File: src/hdl/fmpm_pkg.sv
// Shared types and constants for the motor fault protection monitor.
`default_nettype none

package fmpm_pkg;

    localparam int SAMPLE_WIDTH_DEF  = 16;
    localparam int COUNTER_WIDTH_DEF = 16;

    localparam int REG_W      = 16;
    localparam int CFG_IDX_W  = 3;
    localparam int VBUS_W     = 16;
    localparam int PEAK_W     = 16;
    localparam int FLAGS_W    = 4;

    typedef enum logic [CFG_IDX_W-1:0] {
        REG_OC_LIMIT       = 3'd0,
        REG_OV_LIMIT       = 3'd1,
        REG_UV_LIMIT       = 3'd2,
        REG_STALL_ERR_LIM  = 3'd3,
        REG_STALL_CNT_LIM  = 3'd4,
        REG_STALL_MIN_CMD  = 3'd5,
        REG_STALL_MAX_FDB  = 3'd6
    } t_reg_idx;

    localparam logic ACT_CHECK = 1'b0;
    localparam logic ACT_CLEAR = 1'b1;

    localparam int FLT_OC    = 0;
    localparam int FLT_OV    = 1;
    localparam int FLT_UV    = 2;
    localparam int FLT_STALL = 3;

    localparam logic [REG_W-1:0] RST_OC_LIMIT      = 16'd32768;
    localparam logic [REG_W-1:0] RST_OV_LIMIT      = 16'd65535;
    localparam logic [REG_W-1:0] RST_UV_LIMIT      = 16'd0;
    localparam logic [REG_W-1:0] RST_STALL_ERR_LIM = 16'd65535;
    localparam logic [REG_W-1:0] RST_STALL_CNT_LIM = 16'd65535;
    localparam logic [REG_W-1:0] RST_STALL_MIN_CMD = 16'd0;
    localparam logic [REG_W-1:0] RST_STALL_MAX_FDB = 16'd0;

    typedef struct packed {
        logic [REG_W-1:0] oc_limit;
        logic [REG_W-1:0] ov_limit;
        logic [REG_W-1:0] uv_limit;
        logic [REG_W-1:0] stall_err_lim;
        logic [REG_W-1:0] stall_cnt_lim;
        logic [REG_W-1:0] stall_min_cmd;
        logic [REG_W-1:0] stall_max_fdb;
    } t_limits;

endpackage

`default_nettype wire

File: src/hdl/fmpm_cfg_regs.sv
// Configuration register file holding the protection limits.
`default_nettype none

module fmpm_cfg_regs (
    input  wire logic                          i_clk,
    input  wire logic                          i_rst_n,
    input  wire logic                          i_cfg_we,
    input  wire logic [fmpm_pkg::CFG_IDX_W-1:0] i_cfg_index,
    input  wire logic [fmpm_pkg::REG_W-1:0]    i_cfg_data,
    output fmpm_pkg::t_limits                  o_limits
);
    import fmpm_pkg::*;

    t_limits r_limits;

    always_ff @(posedge i_clk) begin
        if (!i_rst_n) begin
            r_limits.oc_limit      <= RST_OC_LIMIT;
            r_limits.ov_limit      <= RST_OV_LIMIT;
            r_limits.uv_limit      <= RST_UV_LIMIT;
            r_limits.stall_err_lim <= RST_STALL_ERR_LIM;
            r_limits.stall_cnt_lim <= RST_STALL_CNT_LIM;
            r_limits.stall_min_cmd <= RST_STALL_MIN_CMD;
            r_limits.stall_max_fdb <= RST_STALL_MAX_FDB;
        end else if (i_cfg_we) begin
            unique case (t_reg_idx'(i_cfg_index))
                REG_OC_LIMIT:      r_limits.oc_limit      <= i_cfg_data;
                REG_OV_LIMIT:      r_limits.ov_limit      <= i_cfg_data;
                REG_UV_LIMIT:      r_limits.uv_limit      <= i_cfg_data;
                REG_STALL_ERR_LIM: r_limits.stall_err_lim <= i_cfg_data;
                REG_STALL_CNT_LIM: r_limits.stall_cnt_lim <= i_cfg_data;
                REG_STALL_MIN_CMD: r_limits.stall_min_cmd <= i_cfg_data;
                REG_STALL_MAX_FDB: r_limits.stall_max_fdb <= i_cfg_data;
                default: ;
            endcase
        end
    end

    assign o_limits = r_limits;

endmodule

`default_nettype wire

File: src/hdl/fmpm_eval.sv
// Per-item fault evaluation: peak current, bus voltage and stall checks, or a clear.
`default_nettype none

module fmpm_eval #(
    parameter int SAMPLE_WIDTH  = fmpm_pkg::SAMPLE_WIDTH_DEF,
    parameter int COUNTER_WIDTH = fmpm_pkg::COUNTER_WIDTH_DEF
) (
    input  wire logic                               i_action,
    input  wire logic signed [SAMPLE_WIDTH-1:0]     i_phase_a_current,
    input  wire logic signed [SAMPLE_WIDTH-1:0]     i_phase_b_current,
    input  wire logic signed [SAMPLE_WIDTH-1:0]     i_phase_c_current,
    input  wire logic [fmpm_pkg::VBUS_W-1:0]        i_bus_voltage,
    input  wire logic signed [SAMPLE_WIDTH-1:0]     i_speed_command,
    input  wire logic signed [SAMPLE_WIDTH-1:0]     i_speed_feedback,
    input  wire logic                               i_motor_running,
    input  wire fmpm_pkg::t_limits                  i_limits,
    input  wire logic [fmpm_pkg::FLAGS_W-1:0]       i_latched,
    input  wire logic [COUNTER_WIDTH-1:0]           i_stall_cnt,
    output logic [fmpm_pkg::FLAGS_W-1:0]            o_latched,
    output logic [COUNTER_WIDTH-1:0]                o_stall_cnt,
    output logic [fmpm_pkg::PEAK_W-1:0]             o_peak
);
    import fmpm_pkg::*;

    localparam int SW  = SAMPLE_WIDTH;
    localparam int EW  = SAMPLE_WIDTH + 1;
    localparam int CW  = (SW > REG_W) ? SW : REG_W;
    localparam int ECW = (EW > REG_W) ? EW : REG_W;
    localparam int KW  = (COUNTER_WIDTH > REG_W) ? COUNTER_WIDTH : REG_W;

    function automatic logic [SAMPLE_WIDTH-1:0] mag_s(input logic [SAMPLE_WIDTH-1:0] v);
        mag_s = v[SAMPLE_WIDTH-1] ? (~v + 1'b1) : v;
    endfunction

    logic [SW-1:0]        pa, pb, pc, pab, peak;
    logic [CW-1:0]        peak_x;
    logic [SW-1:0]        cmd_abs, fdb_abs;
    logic signed [EW-1:0] diff;
    logic [EW-1:0]        err;
    logic [FLAGS_W-1:0]   fault;
    logic                 qualify;
    logic [COUNTER_WIDTH-1:0] cnt_inc;

    always_comb begin
        pa   = mag_s(i_phase_a_current);
        pb   = mag_s(i_phase_b_current);
        pc   = mag_s(i_phase_c_current);
        pab  = (pb > pa) ? pb : pa;
        peak = (pc > pab) ? pc : pab;
        peak_x = CW'(peak);

        cmd_abs = mag_s(i_speed_command);
        fdb_abs = mag_s(i_speed_feedback);
        diff    = EW'(i_speed_command) - EW'(i_speed_feedback);
        err     = diff[EW-1] ? (~diff + 1'b1) : diff;

        fault            = '0;
        fault[FLT_OC]    = peak_x > CW'(i_limits.oc_limit);
        fault[FLT_OV]    = i_bus_voltage > i_limits.ov_limit;
        fault[FLT_UV]    = i_bus_voltage < i_limits.uv_limit;

        qualify = i_motor_running
               && (CW'(cmd_abs) >= CW'(i_limits.stall_min_cmd))
               && (CW'(fdb_abs) <= CW'(i_limits.stall_max_fdb))
               && (ECW'(err) > ECW'(i_limits.stall_err_lim));

        cnt_inc = (i_stall_cnt != '1) ? i_stall_cnt + 1'b1 : i_stall_cnt;

        if (qualify) begin
            o_stall_cnt      = cnt_inc;
            fault[FLT_STALL] = KW'(cnt_inc) >= KW'(i_limits.stall_cnt_lim);
        end else begin
            o_stall_cnt = '0;
        end

        if (peak_x > CW'({PEAK_W{1'b1}})) begin
            o_peak = '1;
        end else begin
            o_peak = peak_x[PEAK_W-1:0];
        end
        o_latched = i_latched | fault;

        if (i_action == ACT_CLEAR) begin
            o_latched   = '0;
            o_stall_cnt = '0;
            o_peak      = '0;
        end
    end

endmodule

`default_nettype wire

File: src/hdl/motor_fault_protection_monitor_unit.sv
// Top level of the motor fault protection monitor.
//
// Input channel (i_in_valid / o_in_stall) takes one item per cycle: a check
// sample (phase currents, bus voltage, speed command and feedback, running
// flag) or a clear item. Output channel (o_out_valid / i_out_stall) gives one
// result per item: sticky fault flags and the peak absolute phase current.
// An accepted item passes an input register, then the compare logic into the
// result register, which also holds the sticky flags and the stall counter.
// Throughput is one item per cycle while the receiver does not stall. When
// the receiver stalls, the result holds and the input register fills;
// o_in_stall rises only while both stages hold items. A clear item zeroes the
// flags and the stall counter and returns zero flags and zero peak.
// Synchronous reset empties both stages, clears flags and counter, and loads
// the limit registers with their reset values. The user must write limits
// through i_cfg_we / i_cfg_index / i_cfg_data only while the block is idle,
// not enforced by the block; indexes past the last register are ignored.
`default_nettype none

module motor_fault_protection_monitor_unit #(
    parameter int SAMPLE_WIDTH  = fmpm_pkg::SAMPLE_WIDTH_DEF,
    parameter int COUNTER_WIDTH = fmpm_pkg::COUNTER_WIDTH_DEF
) (
    input  wire logic                           i_clk,
    input  wire logic                           i_rst_n,
    input  wire logic                           i_cfg_we,
    input  wire logic [fmpm_pkg::CFG_IDX_W-1:0] i_cfg_index,
    input  wire logic [fmpm_pkg::REG_W-1:0]     i_cfg_data,
    input  wire logic                           i_in_valid,
    output logic                                o_in_stall,
    input  wire logic                           i_action,
    input  wire logic signed [SAMPLE_WIDTH-1:0] i_phase_a_current,
    input  wire logic signed [SAMPLE_WIDTH-1:0] i_phase_b_current,
    input  wire logic signed [SAMPLE_WIDTH-1:0] i_phase_c_current,
    input  wire logic [fmpm_pkg::VBUS_W-1:0]    i_bus_voltage,
    input  wire logic signed [SAMPLE_WIDTH-1:0] i_speed_command,
    input  wire logic signed [SAMPLE_WIDTH-1:0] i_speed_feedback,
    input  wire logic                           i_motor_running,
    output logic                                o_out_valid,
    input  wire logic                           i_out_stall,
    output logic [fmpm_pkg::FLAGS_W-1:0]        o_fault_flags,
    output logic [fmpm_pkg::PEAK_W-1:0]         o_peak_current
);
    import fmpm_pkg::*;

    t_limits limits;

    logic                           r_s1_valid;
    logic                           r_s1_action;
    logic signed [SAMPLE_WIDTH-1:0] r_s1_pa, r_s1_pb, r_s1_pc;
    logic [VBUS_W-1:0]              r_s1_vbus;
    logic signed [SAMPLE_WIDTH-1:0] r_s1_cmd, r_s1_fdb;
    logic                           r_s1_running;

    logic                     r_out_valid;
    logic [FLAGS_W-1:0]       r_latched;
    logic [COUNTER_WIDTH-1:0] r_stall_cnt;
    logic [PEAK_W-1:0]        r_peak;

    logic [FLAGS_W-1:0]       n_latched;
    logic [COUNTER_WIDTH-1:0] n_stall_cnt;
    logic [PEAK_W-1:0]        n_peak;

    logic adv;
    logic load;
    logic step;

    assign adv        = !r_out_valid || !i_out_stall;
    assign o_in_stall = r_s1_valid && !adv;
    assign load       = !o_in_stall;
    assign step       = adv && r_s1_valid;

    fmpm_cfg_regs u_cfg (
        .i_clk       (i_clk),
        .i_rst_n     (i_rst_n),
        .i_cfg_we    (i_cfg_we),
        .i_cfg_index (i_cfg_index),
        .i_cfg_data  (i_cfg_data),
        .o_limits    (limits)
    );

    fmpm_eval #(
        .SAMPLE_WIDTH  (SAMPLE_WIDTH),
        .COUNTER_WIDTH (COUNTER_WIDTH)
    ) u_eval (
        .i_action          (r_s1_action),
        .i_phase_a_current (r_s1_pa),
        .i_phase_b_current (r_s1_pb),
        .i_phase_c_current (r_s1_pc),
        .i_bus_voltage     (r_s1_vbus),
        .i_speed_command   (r_s1_cmd),
        .i_speed_feedback  (r_s1_fdb),
        .i_motor_running   (r_s1_running),
        .i_limits          (limits),
        .i_latched         (r_latched),
        .i_stall_cnt       (r_stall_cnt),
        .o_latched         (n_latched),
        .o_stall_cnt       (n_stall_cnt),
        .o_peak            (n_peak)
    );

    always_ff @(posedge i_clk) begin
        if (!i_rst_n) begin
            r_s1_valid  <= 1'b0;
            r_out_valid <= 1'b0;
            r_latched   <= '0;
            r_stall_cnt <= '0;
        end else begin
            if (load) begin
                r_s1_valid <= i_in_valid;
            end
            if (adv) begin
                r_out_valid <= r_s1_valid;
            end
            if (step) begin
                r_latched   <= n_latched;
                r_stall_cnt <= n_stall_cnt;
            end
        end
    end

    always_ff @(posedge i_clk) begin
        if (load && i_in_valid) begin
            r_s1_action  <= i_action;
            r_s1_pa      <= i_phase_a_current;
            r_s1_pb      <= i_phase_b_current;
            r_s1_pc      <= i_phase_c_current;
            r_s1_vbus    <= i_bus_voltage;
            r_s1_cmd     <= i_speed_command;
            r_s1_fdb     <= i_speed_feedback;
            r_s1_running <= i_motor_running;
        end
        if (step) begin
            r_peak <= n_peak;
        end
    end

    assign o_out_valid    = r_out_valid;
    assign o_fault_flags  = r_latched;
    assign o_peak_current = r_peak;

    a_clear_zeroes: assert property (@(posedge i_clk) disable iff (!i_rst_n)
        (step && r_s1_action == ACT_CLEAR) |=>
        (o_fault_flags == '0 && o_peak_current == '0 && r_stall_cnt == '0))
        else $error("clear item did not zero flags, peak and stall counter");

    a_flags_sticky: assert property (@(posedge i_clk) disable iff (!i_rst_n)
        (step && r_s1_action == ACT_CHECK) |=>
        ((o_fault_flags & $past(o_fault_flags)) == $past(o_fault_flags)))
        else $error("fault flag dropped without a clear item");

    a_state_holds: assert property (@(posedge i_clk) disable iff (!i_rst_n)
        !step |=> ($stable(r_stall_cnt) && $stable(o_fault_flags)))
        else $error("monitor state changed without an item");

    a_stall_hold_out: assert property (@(posedge i_clk) disable iff (!i_rst_n)
        (o_out_valid && i_out_stall) |=> (o_out_valid && $stable(o_peak_current)))
        else $error("stalled result lost or changed");

endmodule

`default_nettype wire

File: config.mk
export PLATFORM = sky130hd
export DESIGN_NAME = motor_fault_protection_monitor_unit
export DESIGN_NICKNAME = d
export VERILOG_FILES = /design/src/hdl/fmpm_pkg.sv /design/src/hdl/fmpm_cfg_regs.sv /design/src/hdl/fmpm_eval.sv /design/src/hdl/motor_fault_protection_monitor_unit.sv
export SDC_FILE = /design/constraint.sdc
export NUM_CORES = 1
export LEC_CHECK = 0
export ABC_AREA = 1
export BUFFER_PORTS_ARGS = -buffer_cell sky130_fd_sc_hd__buf_2
export CORE_UTILIZATION = 55
export DETAILED_ROUTE_END_ITERATION = 10
export PLACE_DENSITY = 0.74
export SLEW_MARGIN = 20
export SYNTH_ARGS = -nofsm -noshare
export SYNTH_HDL_FRONTEND = slang
export SYNTH_HIERARCHICAL = 1
export SYNTH_SLANG_ARGS = --single-unit
File: constraint.sdc
create_clock -name i_clk -period 6.2 [get_ports i_clk]
set_input_delay 1.24 -clock i_clk [delete_from_list [all_inputs] [get_ports i_clk]]
set_output_delay 1.24 -clock i_clk [all_outputs]
set_load 0.005 [all_outputs]
==> flow_metrics.py <==
metrics = {
    "cells_and_area": {
        "synthToLayoutAreaGrowth_pct": 14.4,
        "regArea_um2": 6110,
        "stdcell_area_um2": 18800,
        "finalNonFillerCells": 2758,
        "nets": 2640,
        "drive_above_1_share_pct": 13.7,
        "diodes": 0,
        "multiInputGateArea_um2": 8940,
        "nFillCells": 2574,
    },
    "floorplanning": {
        "pin_count": 144,
        "rows": 62,
        "die_x_um": 175,
        "initial_core_util_pct": 56.6,
        "core_area_um2": 29000,
        "fp.dieArea_um2": 30500,
        "die_h_um": 175,
    },
    "timing": {
        "setup_tns_ps": 0,
        "max_freq_mhz": 167,
        "tightest_slew_ps": 936,
        "slew_headroom_pct": 37.6,
        "post-route-period-util_pct": 96.5,
        "fin_ws_ps": 219,
        "period_minus_slack_ps": 5980,
        "finalClockSkew_ps": 21.6,
        "hold_viol_final": 0,
        "setup-violations-final": 0,
        "slew_viol_final": 0,
    },
    "setup_path": {
        "critical_path.startpoint_type": "flip-flop",
        "crit_top_cell": "nand2_1",
        "crit_fanout": 8,
        "crit_path_end_kind": "flip-flop",
        "r2r_cells": 40,
        "reg2reg_slack_ps": 220,
        "max_stage_delay_ps": 440,
        "reg2reg_to": "o_fault_flags[0]",
        "path_class": "reg -> reg",
        "worst_ep_arrival_time_ps": 6440,
        "required_ps": 6660,
        "startpoint": "r_s1_pa[0]",
        "crit-reg2reg-launch": "r_s1_pa[0]",
        "slowest_stage": "edfxtp_1",
    },
    "routing": {
        "via_per_inst": 5.37,
        "first_pass_iters": 5,
        "vias": 14819,
        "remaining_drc_errors": 0,
        "first_iter_violations": 1211,
        "avgRoutedWirePerCell_um": 15.6,
        "antenna_left": 0,
        "wirelength_um": 43000,
    },
    "placed_design": {
        "gp_congestion": 0.929,
        "io_buffers": 143,
        "dp_slack_ps": -69.7,
        "placed_cell_area_um2": 17400,
        "dp_cells": 2690,
        "dp_hpwl_um": 32600,
    },
    "global_route": {
        "grt_pass1_wl_um": 67500,
        "grt_most_used_layer": "met2",
        "use_met2_pct": 45.3,
        "grt.met1_usage_pct": 37.6,
        "antenna_found_initial": 0,
        "grt_max_degree": 86,
        "track_usage_pct": 27.4,
        "grt_overflow": 0,
        "met3_usage_pct": 2.87,
        "grt_pass1_vias": 13836,
    },
    "cts": {
        "clkLatencyLatePin_ps": 570,
        "tritoncts": "built",
        "h-tree-depth": 1,
        "cts-hold-fix-buffers": 0,
        "clk_path_buf_depth": 3,
        "numCtsBuffers": 29,
        "cts-root-buf": "clkbuf_16",
        "path_clk_slew_ps": 60,
        "clock_sinks": 248,
    },
    "yosys": {
        "synthArstFlopShare_pct": 0,
        "synth_top_area_cell": "edfxtp_1",
        "synth_top_area_share_pct": 20.9,
        "synth_cell_type_count": 47,
        "yosysWarningCount": 6,
        "synth_area_leaders": "edfxtp_1 (21%), dfxtp_1 (16%), ha_1 (13%)",
        "netlist_instances": 2211,
        "ys_seq_area_share_pct": 37.2,
        "synth_flop_cell": "dfxtp_1",
        "synth-seq-cells": 248,
        "synth-edff-count": 114,
        "synth_nets": 2500,
        "avgSynthCellArea_um2": 7.42,
        "syn_area_um2": 16400,
    },
    "power_and_ir_drop": {
        "power_density_nw_per_um2": 269,
        "total_power_mw": 5.06,
        "leakagePower_nw": 9.28,
        "ir_drop_mv": 0.225,
    },
    "worst_hold_path": {
        "hp-class": "reg -> reg",
        "hold_start": "u_cfg/o_limits[56]",
        "min_to": "u_cfg/o_limits[56]",
        "min_path_cells": 2,
    },
    "run_status": {
        "status": "complete, no violations",
    },
    "job": {
        "maxCapViolCount": 0,
    },
}
[metal layers]
layer  vias to the layer above  part of all wire [%]
met5                         -                     0
met4                         0                   3.1
li1                       7359                     -
met1                      6903                    45
met3                        85                   5.9
met2                       472                    46
[placed cells by master, fill, tap and decap left out, types with 7 or more instances in the layout]
cell and instances:
nand2_1 493, inv_1 341, nor2_1 274, nand3_1 188, ha_1 160, buf_2 143
dfxtp_1 134, edfxtp_1 114, a21oi_1 113, xor2_1 56, o21ai_0 45, clkbuf_16 30
nor3_1 28, buf_4 21, nand2_2 20, nand4_1 19, nor2_2 17, xnor2_1 17
nand3_2 16, and2_1 12, or2_2 10, nand3b_1 9, clkbuf_1 8, o21ai_1 8
o211ai_1 8, inv_2 7
[repair_timing]
item	4_1_cts	5_1_grt
pin swaps	0	25
gates resized for setup	5	67
setup buffers	0	12
hold endpoints to repair	0	0
setup endpoints to repair	1	1
gates cloned	0	2
[worst max path at each step]
stage                             to  slack [ps]
floorplan           o_fault_flags[0]         830
global placement    o_fault_flags[0]         140
detailed placement  o_fault_flags[0]         -70
CTS                 o_fault_flags[0]         100
global route        o_fault_flags[0]        -140
finish              o_fault_flags[0]         220
[kinds of logic (layout without fill, tap and decap cells)]
logic type	count (synthesis)	in the layout	synth area share, %
flops	248	248	37.2
simple gates	1109	1109	29.3
fa+ha+maj	167	167	12.8
buf+inv	410	573	10.0
xor+xnor	80	80	4.27
compound gates	197	197	6.38
[stage by stage]
stage	hold slack (ps)	util, %
2_1_floorplan	429	-
3_3_place_gp	441	59.9
3_5_place_dp	443	59.9
4_1_cts	457	63.4
5_1_grt	480	64.7
6_report	459	64.7
[where the power goes]
part | switching [mW] | internal, mW
clock network | 0.702 | 1.09
registers | 0.0703 | 1.81
logic | 0.844 | 0.532
total | 1.62 | 3.44
[synth_stat cells, types with 3 or more instances]
| library cell | instances |
|---|---|
| nor2_4 | 5 |
| nor3_1 | 33 |
| xor2_1 | 63 |
| nand4_1 | 19 |
| nor2_2 | 15 |
| buf_6 | 5 |
| o211ai_1 | 8 |
| ha_1 | 166 |
| nand3_1 | 191 |
| o21ai_0 | 58 |
| buf_2 | 22 |
| and2_1 | 12 |
| dfxtp_1 | 134 |
| or2_2 | 11 |
| a211oi_1 | 3 |
| nand2_1 | 500 |
| a21oi_1 | 116 |
| edfxtp_1 | 114 |
| xnor2_1 | 17 |
| nor4_1 | 3 |
| inv_2 | 4 |
| inv_1 | 346 |
| clkbuf_1 | 14 |
| o31ai_1 | 4 |
| nand2_2 | 14 |
| nor2_1 | 277 |
| buf_1 | 7 |
| nand3_2 | 13 |
| buf_4 | 9 |
| nand3b_1 | 9 |
[worst max-delay path, delay by kind of cell (launching register included)]
kind            cells  cell delay, ps
fa+ha+maj           3             840
buf+inv             8             870
flops               1             440
compound gates      5             760
simple gates       24            2970
[final cells by class]
type / instances / share of cell area, %
clock inverter: 13 / 1.01
clock buffer: 41 / 4.38
multi-input combinational: 1553 / 47.6
inverter: 352 / 7.08
timing repair buffer: 167 / 4.83
sequential: 248 / 32.5
tap: 384 / 2.56
[sequential cells by signal (all words and copies together) (netlist names), 4 cells and up]
signal / flops
o_fault_flags: 4
r_s1_pb: 16
u_cfg/o_limits: 112
r_s1_pc: 16
r_s1_vbus: 16
r_s1_cmd: 16
r_s1_fdb: 16
o_peak_current: 16
r_stall_cnt: 16
r_s1_pa: 16
No activity file was read; power rests on OpenSTA's default activity.
